`src/rtl/b32enc_pkg.sv`:
```
// ----------------------------------------------------------------------------
// Base32 encoder package
// Shared types, constants and the character lookup for the Base32 encoder.
// ----------------------------------------------------------------------------
package b32enc_pkg;

  localparam int unsigned GroupChars = 8;
  localparam int unsigned BlockW     = 40;
  localparam int unsigned NcharsW    = 4;
  localparam int unsigned CountW     = 3;

  // Depth of the group queue between front and back; a power of two.
  localparam int unsigned GqDepth  = 2;
  localparam int unsigned GqPtrW   = $clog2(GqDepth);
  localparam int unsigned GqCountW = $clog2(GqDepth + 1);

  localparam logic [7:0] PadChar = 8'h3D;

  // One complete or final group, ready to be turned into characters.
  typedef struct packed {
    logic [BlockW-1:0]  block;   // first byte in the top bits
    logic [NcharsW-1:0] nchars;  // data characters, the rest is padding
    logic               fin;     // group ends the message
  } group_t;

  // Maps a five-bit value onto the upper-case alphabet A-Z, 2-7.
  function automatic logic [7:0] b32_char(input logic [4:0] v);
    logic [7:0] r;
    if (v < 5'd26) begin
      r = 8'h41 + {3'b000, v};
    end else begin
      r = 8'h32 + {3'b000, v - 5'd26};
    end
    return r;
  endfunction

  // Data characters for a partial group of n bytes: ceil(8n/5).
  function automatic logic [NcharsW-1:0] b32_nchars(input logic [CountW-1:0] n);
    logic [NcharsW-1:0] r;
    case (n)
      3'd1:    r = 4'd2;
      3'd2:    r = 4'd4;
      3'd3:    r = 4'd5;
      3'd4:    r = 4'd7;
      default: r = 4'd0;
    endcase
    return r;
  endfunction

endpackage

```
`src/rtl/b32enc_front.sv`:
```
// ----------------------------------------------------------------------------
// Base32 encoder front end
// Collects input bytes into groups of up to five and hands finished groups on.
// ----------------------------------------------------------------------------
module b32enc_front (
  input  logic                clk_i,
  input  logic                rst_ni,
  input  logic                accept_i,
  input  logic [7:0]          data_byte_i,
  input  logic                last_byte_i,
  output logic                grp_push_o,
  output b32enc_pkg::group_t  grp_o
);
  import b32enc_pkg::*;

  logic [31:0]       pend_q, pend_d;
  logic [CountW-1:0] count_q, count_d;
  logic [31:0]       merged;
  logic [CountW-1:0] count_inc;

  always_comb begin
    merged    = pend_q;
    count_inc = count_q + 3'd1;
    case (count_q)
      3'd0:    merged[31:24] = data_byte_i;
      3'd1:    merged[23:16] = data_byte_i;
      3'd2:    merged[15:8]  = data_byte_i;
      3'd3:    merged[7:0]   = data_byte_i;
      default: merged        = pend_q;
    endcase

    pend_d       = pend_q;
    count_d      = count_q;
    grp_push_o   = 1'b0;
    grp_o.block  = {merged, 8'h00};
    grp_o.nchars = b32_nchars(count_inc);
    grp_o.fin    = last_byte_i;

    if (accept_i) begin
      if (count_q == 3'd4) begin
        // Fifth byte completes the group.
        grp_push_o   = 1'b1;
        grp_o.block  = {pend_q, data_byte_i};
        grp_o.nchars = NcharsW'(GroupChars);
        pend_d       = '0;
        count_d      = '0;
      end else if (last_byte_i) begin
        grp_push_o = 1'b1;
        pend_d     = '0;
        count_d    = '0;
      end else begin
        pend_d  = merged;
        count_d = count_inc;
      end
    end
  end

  always_ff @(posedge clk_i or negedge rst_ni) begin
    if (!rst_ni) begin
      pend_q  <= '0;
      count_q <= '0;
    end else begin
      pend_q  <= pend_d;
      count_q <= count_d;
    end
  end

endmodule

```
`src/rtl/b32enc_gq.sv`:
```
// ----------------------------------------------------------------------------
// Base32 encoder group queue
// A short queue of finished groups between front end and back end.
// ----------------------------------------------------------------------------
module b32enc_gq (
  input  logic                clk_i,
  input  logic                rst_ni,
  input  logic                push_i,
  input  b32enc_pkg::group_t  data_i,
  input  logic                pop_i,
  output b32enc_pkg::group_t  data_o,
  output logic                full_o,
  output logic                empty_o
);
  import b32enc_pkg::*;

  group_t              mem_q [GqDepth];
  logic [GqPtrW-1:0]   wr_ptr_q, rd_ptr_q;
  logic [GqCountW-1:0] cnt_q;
  logic                do_push, do_pop;

  assign full_o  = (cnt_q == GqCountW'(GqDepth));
  assign empty_o = (cnt_q == '0);
  assign do_push = push_i && !full_o;
  assign do_pop  = pop_i && !empty_o;
  assign data_o  = mem_q[rd_ptr_q];

  always_ff @(posedge clk_i) begin
    if (do_push) begin
      mem_q[wr_ptr_q] <= data_i;
    end
  end

  always_ff @(posedge clk_i or negedge rst_ni) begin
    if (!rst_ni) begin
      wr_ptr_q <= '0;
      rd_ptr_q <= '0;
      cnt_q    <= '0;
    end else begin
      if (do_push) begin
        wr_ptr_q <= wr_ptr_q + GqPtrW'(1);
      end
      if (do_pop) begin
        rd_ptr_q <= rd_ptr_q + GqPtrW'(1);
      end
      if (do_push && !do_pop) begin
        cnt_q <= cnt_q + GqCountW'(1);
      end else if (do_pop && !do_push) begin
        cnt_q <= cnt_q - GqCountW'(1);
      end
    end
  end

endmodule

```
`src/rtl/b32enc_back.sv`:
```
// ----------------------------------------------------------------------------
// Base32 encoder back end
// Turns one group into eight characters, one a cycle while the output register is empty or popped.
// ----------------------------------------------------------------------------
module b32enc_back (
  input  logic                clk_i,
  input  logic                rst_ni,
  input  b32enc_pkg::group_t  grp_i,
  input  logic                grp_empty_i,
  output logic                grp_pop_o,
  input  logic                pop_i,
  output logic                empty_o,
  output logic [7:0]          out_char_o,
  output logic                last_char_o
);
  import b32enc_pkg::*;

  logic               busy_q;
  logic [BlockW-1:0]  blk_q;
  logic [NcharsW-1:0] nchars_q;
  logic               fin_q;
  logic [2:0]         idx_q;
  logic               ovalid_q;
  logic [7:0]         ochar_q;
  logic               olast_q;
  logic               advance, load, last_idx;
  logic [7:0]         next_char;

  assign advance   = busy_q && (!ovalid_q || pop_i);
  assign last_idx  = (idx_q == 3'd7);
  assign load      = (!busy_q || (advance && last_idx)) && !grp_empty_i;
  assign grp_pop_o = load;
  assign next_char = ({1'b0, idx_q} < nchars_q) ? b32_char(blk_q[BlockW-1 -: 5]) : PadChar;

  assign empty_o     = !ovalid_q;
  assign out_char_o  = ochar_q;
  assign last_char_o = olast_q;

  always_ff @(posedge clk_i) begin
    if (load) begin
      blk_q    <= grp_i.block;
      nchars_q <= grp_i.nchars;
      fin_q    <= grp_i.fin;
    end else if (advance) begin
      blk_q <= {blk_q[BlockW-6:0], 5'b00000};
    end
    if (advance) begin
      ochar_q <= next_char;
      olast_q <= fin_q && last_idx;
    end
  end

  always_ff @(posedge clk_i or negedge rst_ni) begin
    if (!rst_ni) begin
      busy_q   <= 1'b0;
      idx_q    <= '0;
      ovalid_q <= 1'b0;
    end else begin
      if (load) begin
        busy_q <= 1'b1;
        idx_q  <= '0;
      end else if (advance) begin
        idx_q <= idx_q + 3'd1;
        if (last_idx) begin
          busy_q <= 1'b0;
        end
      end
      if (advance) begin
        ovalid_q <= 1'b1;
      end else if (pop_i) begin
        ovalid_q <= 1'b0;
      end
    end
  end

endmodule

```
`src/rtl/base32_encoder.sv`:
```
// ----------------------------------------------------------------------------
// Base32 encoder
// Encodes a byte stream as RFC 4648 Base32 text with padding, upper case.
// ----------------------------------------------------------------------------
//
//  Channel  | Handshake            | Payload
//  ---------+----------------------+-------------------------------
//  input    | push, full           | data_byte_i[7:0], last_byte_i
//  result   | empty, pop           | out_char_o[7:0], last_char_o
//
// A byte is taken in every cycle in which the group queue has room; a byte
// that completes or ends a group enters the queue at that same edge.
// The back end emits one character a cycle while its output register is empty or
// popped, eight per group; a group moves from the queue into the group register,
// then to the output register. Reset clears pending bytes, queue and output.
// While pop stays low only the back end stalls, until the queue fills and full rises.
// ----------------------------------------------------------------------------
module base32_encoder (
  input  logic       clk_i,
  input  logic       rst_ni,
  input  logic       push,
  output logic       full,
  input  logic [7:0] data_byte_i,
  input  logic       last_byte_i,
  output logic       empty,
  input  logic       pop,
  output logic [7:0] out_char_o,
  output logic       last_char_o
);
  import b32enc_pkg::*;

  logic   accept;
  logic   grp_push, grp_pop, gq_full, gq_empty;
  group_t grp_in, grp_out;

  // The queue being full is the only thing that holds the input side back;
  // every transaction that pushes a group needs a free slot.
  assign full   = gq_full;
  assign accept = push && !gq_full;

  // Front end: gathers bytes and classifies each as filling, completing a
  // full group or ending the message with a partial group.
  b32enc_front u_front (
    .clk_i       (clk_i),
    .rst_ni      (rst_ni),
    .accept_i    (accept),
    .data_byte_i (data_byte_i),
    .last_byte_i (last_byte_i),
    .grp_push_o  (grp_push),
    .grp_o       (grp_in)
  );

  // Group queue: decouples byte intake from character output.
  b32enc_gq u_gq (
    .clk_i   (clk_i),
    .rst_ni  (rst_ni),
    .push_i  (grp_push),
    .data_i  (grp_in),
    .pop_i   (grp_pop),
    .data_o  (grp_out),
    .full_o  (gq_full),
    .empty_o (gq_empty)
  );

  // Back end: slices each group into five-bit codes, adds padding and
  // marks the final character of the message.
  b32enc_back u_back (
    .clk_i       (clk_i),
    .rst_ni      (rst_ni),
    .grp_i       (grp_out),
    .grp_empty_i (gq_empty),
    .grp_pop_o   (grp_pop),
    .pop_i       (pop),
    .empty_o     (empty),
    .out_char_o  (out_char_o),
    .last_char_o (last_char_o)
  );

endmodule

```
`config.mk`:
```
export PLATFORM = sky130hd
export DESIGN_NAME = base32_encoder
export DESIGN_NICKNAME = d
export VERILOG_FILES = /design/src/rtl/b32enc_pkg.sv /design/src/rtl/b32enc_front.sv /design/src/rtl/b32enc_gq.sv /design/src/rtl/b32enc_back.sv /design/src/rtl/base32_encoder.sv
export SDC_FILE = /design/constraint.sdc
export NUM_CORES = 1
export LEC_CHECK = 0
export BUFFER_PORTS_ARGS = -buffer_cell sky130_fd_sc_hd__buf_4
export CAP_MARGIN = 20
export CORE_MARGIN = 3
export CORE_UTILIZATION = 56
export CTS_CLUSTER_DIAMETER = 50
export DETAILED_ROUTE_END_ITERATION = 10
export PLACE_DENSITY = 0.85
export SLEW_MARGIN = 25
export SYNTH_ARGS = -nofsm -noshare
export SYNTH_HDL_FRONTEND = slang
export SYNTH_HIERARCHICAL = 1
export SYNTH_SLANG_ARGS = --single-unit
export TNS_END_PERCENT = 100
```
`constraint.sdc`:
```
create_clock -name clk_i -period 3.3 [get_ports clk_i]
set_input_delay 0.165 -clock clk_i [delete_from_list [all_inputs] [get_ports clk_i]]
set_output_delay 0.165 -clock clk_i [all_outputs]
set_load 0.02 [all_outputs]
```
=== Word level (Yosys, flattened, before mapping) ===
Memory sizes are Yosys's and may differ from the RTL's.
Index checks and enable logic that the tools add are counted.

* Register bits: 98
* Memory bits (writable): 90
* Input port bits: 13
* Word-level logic and storage cells: 87
* Memories kept: 1

* Add/subtract/negate cells: 9
* Order comparisons: 2
* Eq/ne operators: 10
* Multiplexer cells: 28
* Reductions and logical operators: 24

{| class="wikitable"
|+ Memories
! memory !! depth !! bits a word !! rd ports !! clocked after memory_dff !! write ports !! RTL line !! source
|-
| u_gq.mem_q || 2 || 45 || 1 || 0 || 1 || b32enc_gq.sv:17 || <nowiki>group_t mem_q [GqDepth];</nowiki>
|}

{| class="wikitable"
|+ Operators with widths
! operator !! number
|-
| 44-bit two-way mux || 2
|-
| 40-bit two-way mux || 2
|-
| 32-bit two-way mux || 2
|-
| 8-bit two-way mux || 5
|-
| 3-bit by 2-bit == test with 1-bit output, second input constant || 4
|-
| 3-bit two-way mux || 4
|-
| 3-bit case mux with 4 select lines || 1
|-
| 1-bit two-way mux || 10
|-
| 3-bit == test, second input constant || 3
|-
| 1-bit logical AND || 9
|-
| 7-bit by 5-bit adder with 8-bit output, first input constant || 1
|-
| 2-bit nonzero test || 4
|-
| 6-bit by 5-bit adder with 7-bit output, first input constant || 1
|-
| 3-bit by 1-bit adder with 3-bit output, second input constant || 2
|-
| 3-bit by 1-bit == test with 1-bit output, second input constant || 2
|-
| 1-bit logical NOT || 6
|-
| 5-bit less-than comparator, second input constant || 1
|-
| 5-bit subtractor, second input constant || 1
|-
| 3-bit by 4-bit less-than comparator with 1-bit output || 1
|-
| 2-bit two-way mux || 2
|-
| 3-bit logical NOT || 1
|-
| 1-bit adder, second input constant || 2
|-
| 2-bit by 1-bit adder with 2-bit output, second input constant || 1
|-
| 2-bit == test, second input constant || 1
|-
| other kinds (4) || 5
|}

=== Depth between registers and ports, before layout ===
* Depth in word-level cells: 10
* Gate-level depth with buffers: 11
* Gate-level depth less buffers: 10

=== Hierarchy ===
The synthesis kept the hierarchy.

{| class="wikitable"
|+ Modules (own cells, without submodules)
! module !! instances !! cells an instance !! area an instance (um2)
|-
| b32enc_gq || 1 || 159 || 3643.5
|-
| b32enc_back || 1 || 166 || 2611.3
|-
| b32enc_front || 1 || 170 || 2054.5
|-
| base32_encoder || 1 || 1 || 13.8
|}

=== Worst setup path before layout ===
No wires, ideal clock.

* Path kind: register to register
* Start point: register u_gq.cnt_q[0]
* End point: memory u_gq/mem_q[0][0] in the netlist's numbering, enable pin
* Library setup time: 0.447 ns
* Arrival: 3.155 ns
* Required time: 2.853 ns
* Slack: -0.302 ns
* Cell stages (with the launch flop): 8
* Buffers on the path: 1
* Clock period less this slack: 3.602 ns
* Path through: dfrtp_1 > nand2b_1 > inv_1 > nor2b_4 > buf_2 > and2_1 > nand2_1 > nor2_1

* Longest elaborated chain between the ends: 7

{| class="wikitable"
|+ RTL lines
! item !! RTL line !! source
|-
| from (decl) || b32enc_gq.sv:19 || <nowiki>logic [GqCountW-1:0] cnt_q;</nowiki>
|-
| from (signal assigned) || b32enc_gq.sv:47 || <nowiki>cnt_q <= cnt_q + GqCountW'(1);</nowiki>
|-
| from (signal assigned) || b32enc_gq.sv:49 || <nowiki>cnt_q <= cnt_q - GqCountW'(1);</nowiki>
|-
| 2-bit == test || b32enc_gq.sv:22 || <nowiki>assign full_o = (cnt_q == GqCountW'(GqDepth));</nowiki>
|-
| via full || base32_encoder.sv:22 || <nowiki>output logic full,</nowiki>
|-
| 1-bit logical NOT || base32_encoder.sv:39 || <nowiki>assign accept = push && !gq_full;</nowiki>
|-
| 1-bit logical AND || base32_encoder.sv:39 ||
|-
| via accept || base32_encoder.sv:32 || <nowiki>logic accept;</nowiki>
|-
| 1-bit two-way mux || b32enc_front.sv:39 || <nowiki>if (accept_i) begin</nowiki>
|-
| via grp_push || base32_encoder.sv:33 || <nowiki>logic grp_push, grp_pop, gq_full, gq_empty;</nowiki>
|-
| 1-bit logical AND || b32enc_gq.sv:24 || <nowiki>assign do_push = push_i && !full_o;</nowiki>
|-
| 1-bit two-way mux || b32enc_gq.sv:29 || <nowiki>if (do_push) begin</nowiki>
|-
| 1-bit two-way mux (not written as such) || b32enc_gq.sv:30 || <nowiki>mem_q[wr_ptr_q] <= data_i;</nowiki>
|-
| to (decl) || b32enc_gq.sv:17 ||
|}

The timed path passes the listed nets, and every way through them passes these cells.

=== Worst setup path in the final report ===
* Start point: register u_gq.cnt_q[0]
* End point: memory u_gq/mem_q[0][19] in the netlist's numbering, enable pin

* Longest elaborated chain between the ends: 7

{| class="wikitable"
|+ RTL lines
! item !! RTL line
|-
| 2-bit == test || b32enc_gq.sv:22
|-
| 1-bit logical NOT || base32_encoder.sv:39
|-
| 1-bit logical AND || base32_encoder.sv:39
|-
| via accept || base32_encoder.sv:32
|-
| 1-bit two-way mux || b32enc_front.sv:39
|-
| via grp_push || base32_encoder.sv:33
|-
| 1-bit logical AND || b32enc_gq.sv:24
|-
| 1-bit two-way mux || b32enc_gq.sv:29
|-
| 1-bit two-way mux (not written as such) || b32enc_gq.sv:30
|}

The timed path passes the listed nets, and every way through them passes these cells.

==> metrics.txt <==
status=finished, final reports clean; setup TNS=0 ns; syn_area_per_cell=about 17 um2; Setup-failing EPs final=0; fin crit share=0.717; clock slew at reported path FFs=0.06 ns; Setup Fix Bufs, Post-CTS=0; Register-to-Register Path Depth=7; FFs w/ async S/R, synth=0.235; Iteration-0 DRC Markers=447; EDFF count, synth=143; Via density=approximately 5.7; Final Hold Fails=0; global route overflow=0; die area=16,400 um2; Mapped Cells=around 500; DR DRC count=0; RSZ-0062 raised after global routing=no; NumNets Final=545; Starting Density=0.586; row cnt=43; post-synth cell types=45; commonest non-fill, non-tap cell in the layout=edfxtp_1; Ys Warns=6; Vias=4,075; # Max-Cap Violations=0; DR WL/cell=21.1 um; initial antenna violation count=0; PD cells=855 nW/um2; IO Port Bufs=22; Syn Std Cell Area=8320 um2; ANT nets after route=0; Core ar.=~14,000 um2; Post-Syn Nets=525; IO Count=24; Hold Crit Class=in -> reg; largest net degree at the start of global routing=46; Max FO, Critical Path=45; GPL Wtd Cong=0.794; P_leak=0.00364 uW; Worst EP arrival=~2.4 ns; Seq/Total Area, Yosys=0.648; Cell Area, Placed=around 8500 um2; Top FF cell, synth=edfxtp_1; critical path endpoint category=register; drt pass-1 iters=4; overall routing resource usage=0.194; clk_lat worst skew=~0.43 ns; TritonCTS clock tree=done; critical path required time=3.37 ns; WHS Path Cells=2; Peak VDD IR=~420 uV; H-tree levels=4; ant diodes=0; root buf cell=clkbuf_16; Critical Path Start Type=register; Die Wd=128 um; Worst Setup SP=u_gq/cnt_q[0]; first-pass GRT wire length=23.6 mm; Worst Max-Slew Pin Slew=0.828 ns; flop and latch count out of synthesis=187; synthesis-to-layout area growth=9.55%; worst reg2reg startpoint=u_gq/cnt_q[0]; clk buf depth=2; die height=128 um; HPWL Detailed=9.65 mm; CTS Buf Count=17; Rel. slew slack=0.447; vias in the first global route=about 4,200; Worst Skew=0.00530 ns; Max Fclk=0.423 GHz; most frequent cells in the layout=edfxtp_1, mux2_2, mux2_4; design area=9120 um2; crit path kind=reg -> reg; Worst Min Path Start=data_byte_i[4]; final wirelength=15.0 mm; share of layout cells above drive strength 1=0.336; Period minus WS final=2.37 ns; max-slew violation count=0; CTS sink cnt=187
layout make-up:
| cell class | instances | area (um2) |
|---|---|---|
| clock inverter | 12 | 149 |
| multi-input combinational | 265 | 2600 |
| clock buffer | 20 | 437 |
| tap | 180 | 225 |
| timing repair buffer | 33 | 265 |
| sequential | 187 | 5400 |
| fill | 943 | 5090 |
| inverter | 12 | 45.0 |
cell families after synthesis:
| logic type | after synthesis | synth area share |
|---|---|---|
| multiplexers | 112 | 0.173 |
| other | 1 | 0.000451 |
| buffers and inverters | 44 | 0.0404 |
| XOR/XNOR | 9 | 0.00947 |
| AND/OR/NAND/NOR | 66 | 0.0490 |
| AO/OA/AOI/OAI | 61 | 0.0556 |
| flip-flops | 187 | 0.648 |
| adder cells (fa/ha/maj) | 16 | 0.0241 |
timing repair:
item	in CTS	in global routing
hold buffers	2	0
hold endpoints to repair	46	0
resized for setup	0	0
where the power goes:
part / internal [uW] / leakage [uW] / switching (uW)
Sequential: 3300 / 0.00194 / 312
Clock: 1190 / 0.000279 / 832
Combinational: 1090 / 0.00142 / 1090
flip-flops by register name (all words and copies together) (netlist names):
name,flops
u_gq/mem_q,90
u_back/blk_q,40
u_front/pend_q,32
u_back/out_char_o,7
u_back/nchars_q,4
u_back/idx_q,3
u_front/count_q,3
u_gq/cnt_q,2
u_back/busy_q,1
u_back/fin_q,1
u_back/last_char_o,1
u_back/ovalid_q,1
u_gq/rd_ptr_q,1
u_gq/wr_ptr_q,1
Yosys cell counts, types with 2 or more instances:
cell | n | share of area
buf_1 | 7 | 0.0032
a22o_1 | 31 | 0.033
nor4bb_1 | 3 | 0.0036
nand3_1 | 5 | 0.0030
buf_2 | 5 | 0.0030
and2_1 | 15 | 0.011
mux2_4 | 47 | 0.085
buf_12 | 4 | 0.0096
buf_8 | 3 | 0.0054
buf_6 | 7 | 0.0095
buf_4 | 3 | 0.0027
a31oi_1 | 2 | 0.0015
edfxtp_1 | 143 | 0.52
xnor2_1 | 5 | 0.0053
mux2_1 | 5 | 0.0068
nand3b_1 | 2 | 0.0018
inv_1 | 12 | 0.0054
and3_1 | 4 | 0.0030
a21bo_1 | 2 | 0.0024
nand2b_1 | 3 | 0.0023
ha_1 | 16 | 0.024
mux2_2 | 60 | 0.081
nand2b_4 | 4 | 0.0066
clkbuf_2 | 2 | 0.0012
o21ai_1 | 3 | 0.0018
nand2_1 | 15 | 0.0068
xor2_1 | 4 | 0.0042
o21ai_0 | 9 | 0.0054
dfrtp_1 | 44 | 0.13
nor2_1 | 9 | 0.0041
a21oi_1 | 8 | 0.0048
stage by stage:
stage	hold slack, ns	worst slack (ns)	std cells	utilization	total power (uW)
floorplan	-0.131	0.444	496	-	5350
global placement	0.194	1.03	675	0.599	5640
detailed placement	0.208	0.966	675	0.599	5770
CTS	0.0302	0.951	709	0.642	7820
global route	0.0418	0.800	709	0.642	8130
finish	0.0519	0.935	709	0.642	7800
worst max-delay path: stages (launching register included):
cell	delay, ns
dfrtp_1	0.47
nand2b_1	0.19
inv_1	0.09
nor2b_4	0.29
and2_1	0.20
nand2_1	0.13
nor2_4	0.11
buf_4	0.50
per-layer routing:
metal / up-vias / GRT usage / wire (um)
met5: - / 0 / 0
met4: 0 / 0.0774 / 233
met3: 19 / 0.0429 / 625
met2: 113 / 0.324 / 7720
met1: 2048 / 0.247 / 6380
li1: 1895 / - / -
final timing paths:
check,end,slack (ns)
worst max-delay path,u_gq/mem_q[0][19],0.93
worst min-delay path,u_front/pend_q[28],0.05
worst max register to register,u_gq/mem_q[0][19],0.93
worst min register to register,u_front/pend_q[30],0.50
max in group asynchronous,u_gq/rd_ptr_q,2.60
min in group asynchronous,u_gq/wr_ptr_q,0.28
Note: power is estimated with default switching activity, not from simulation.
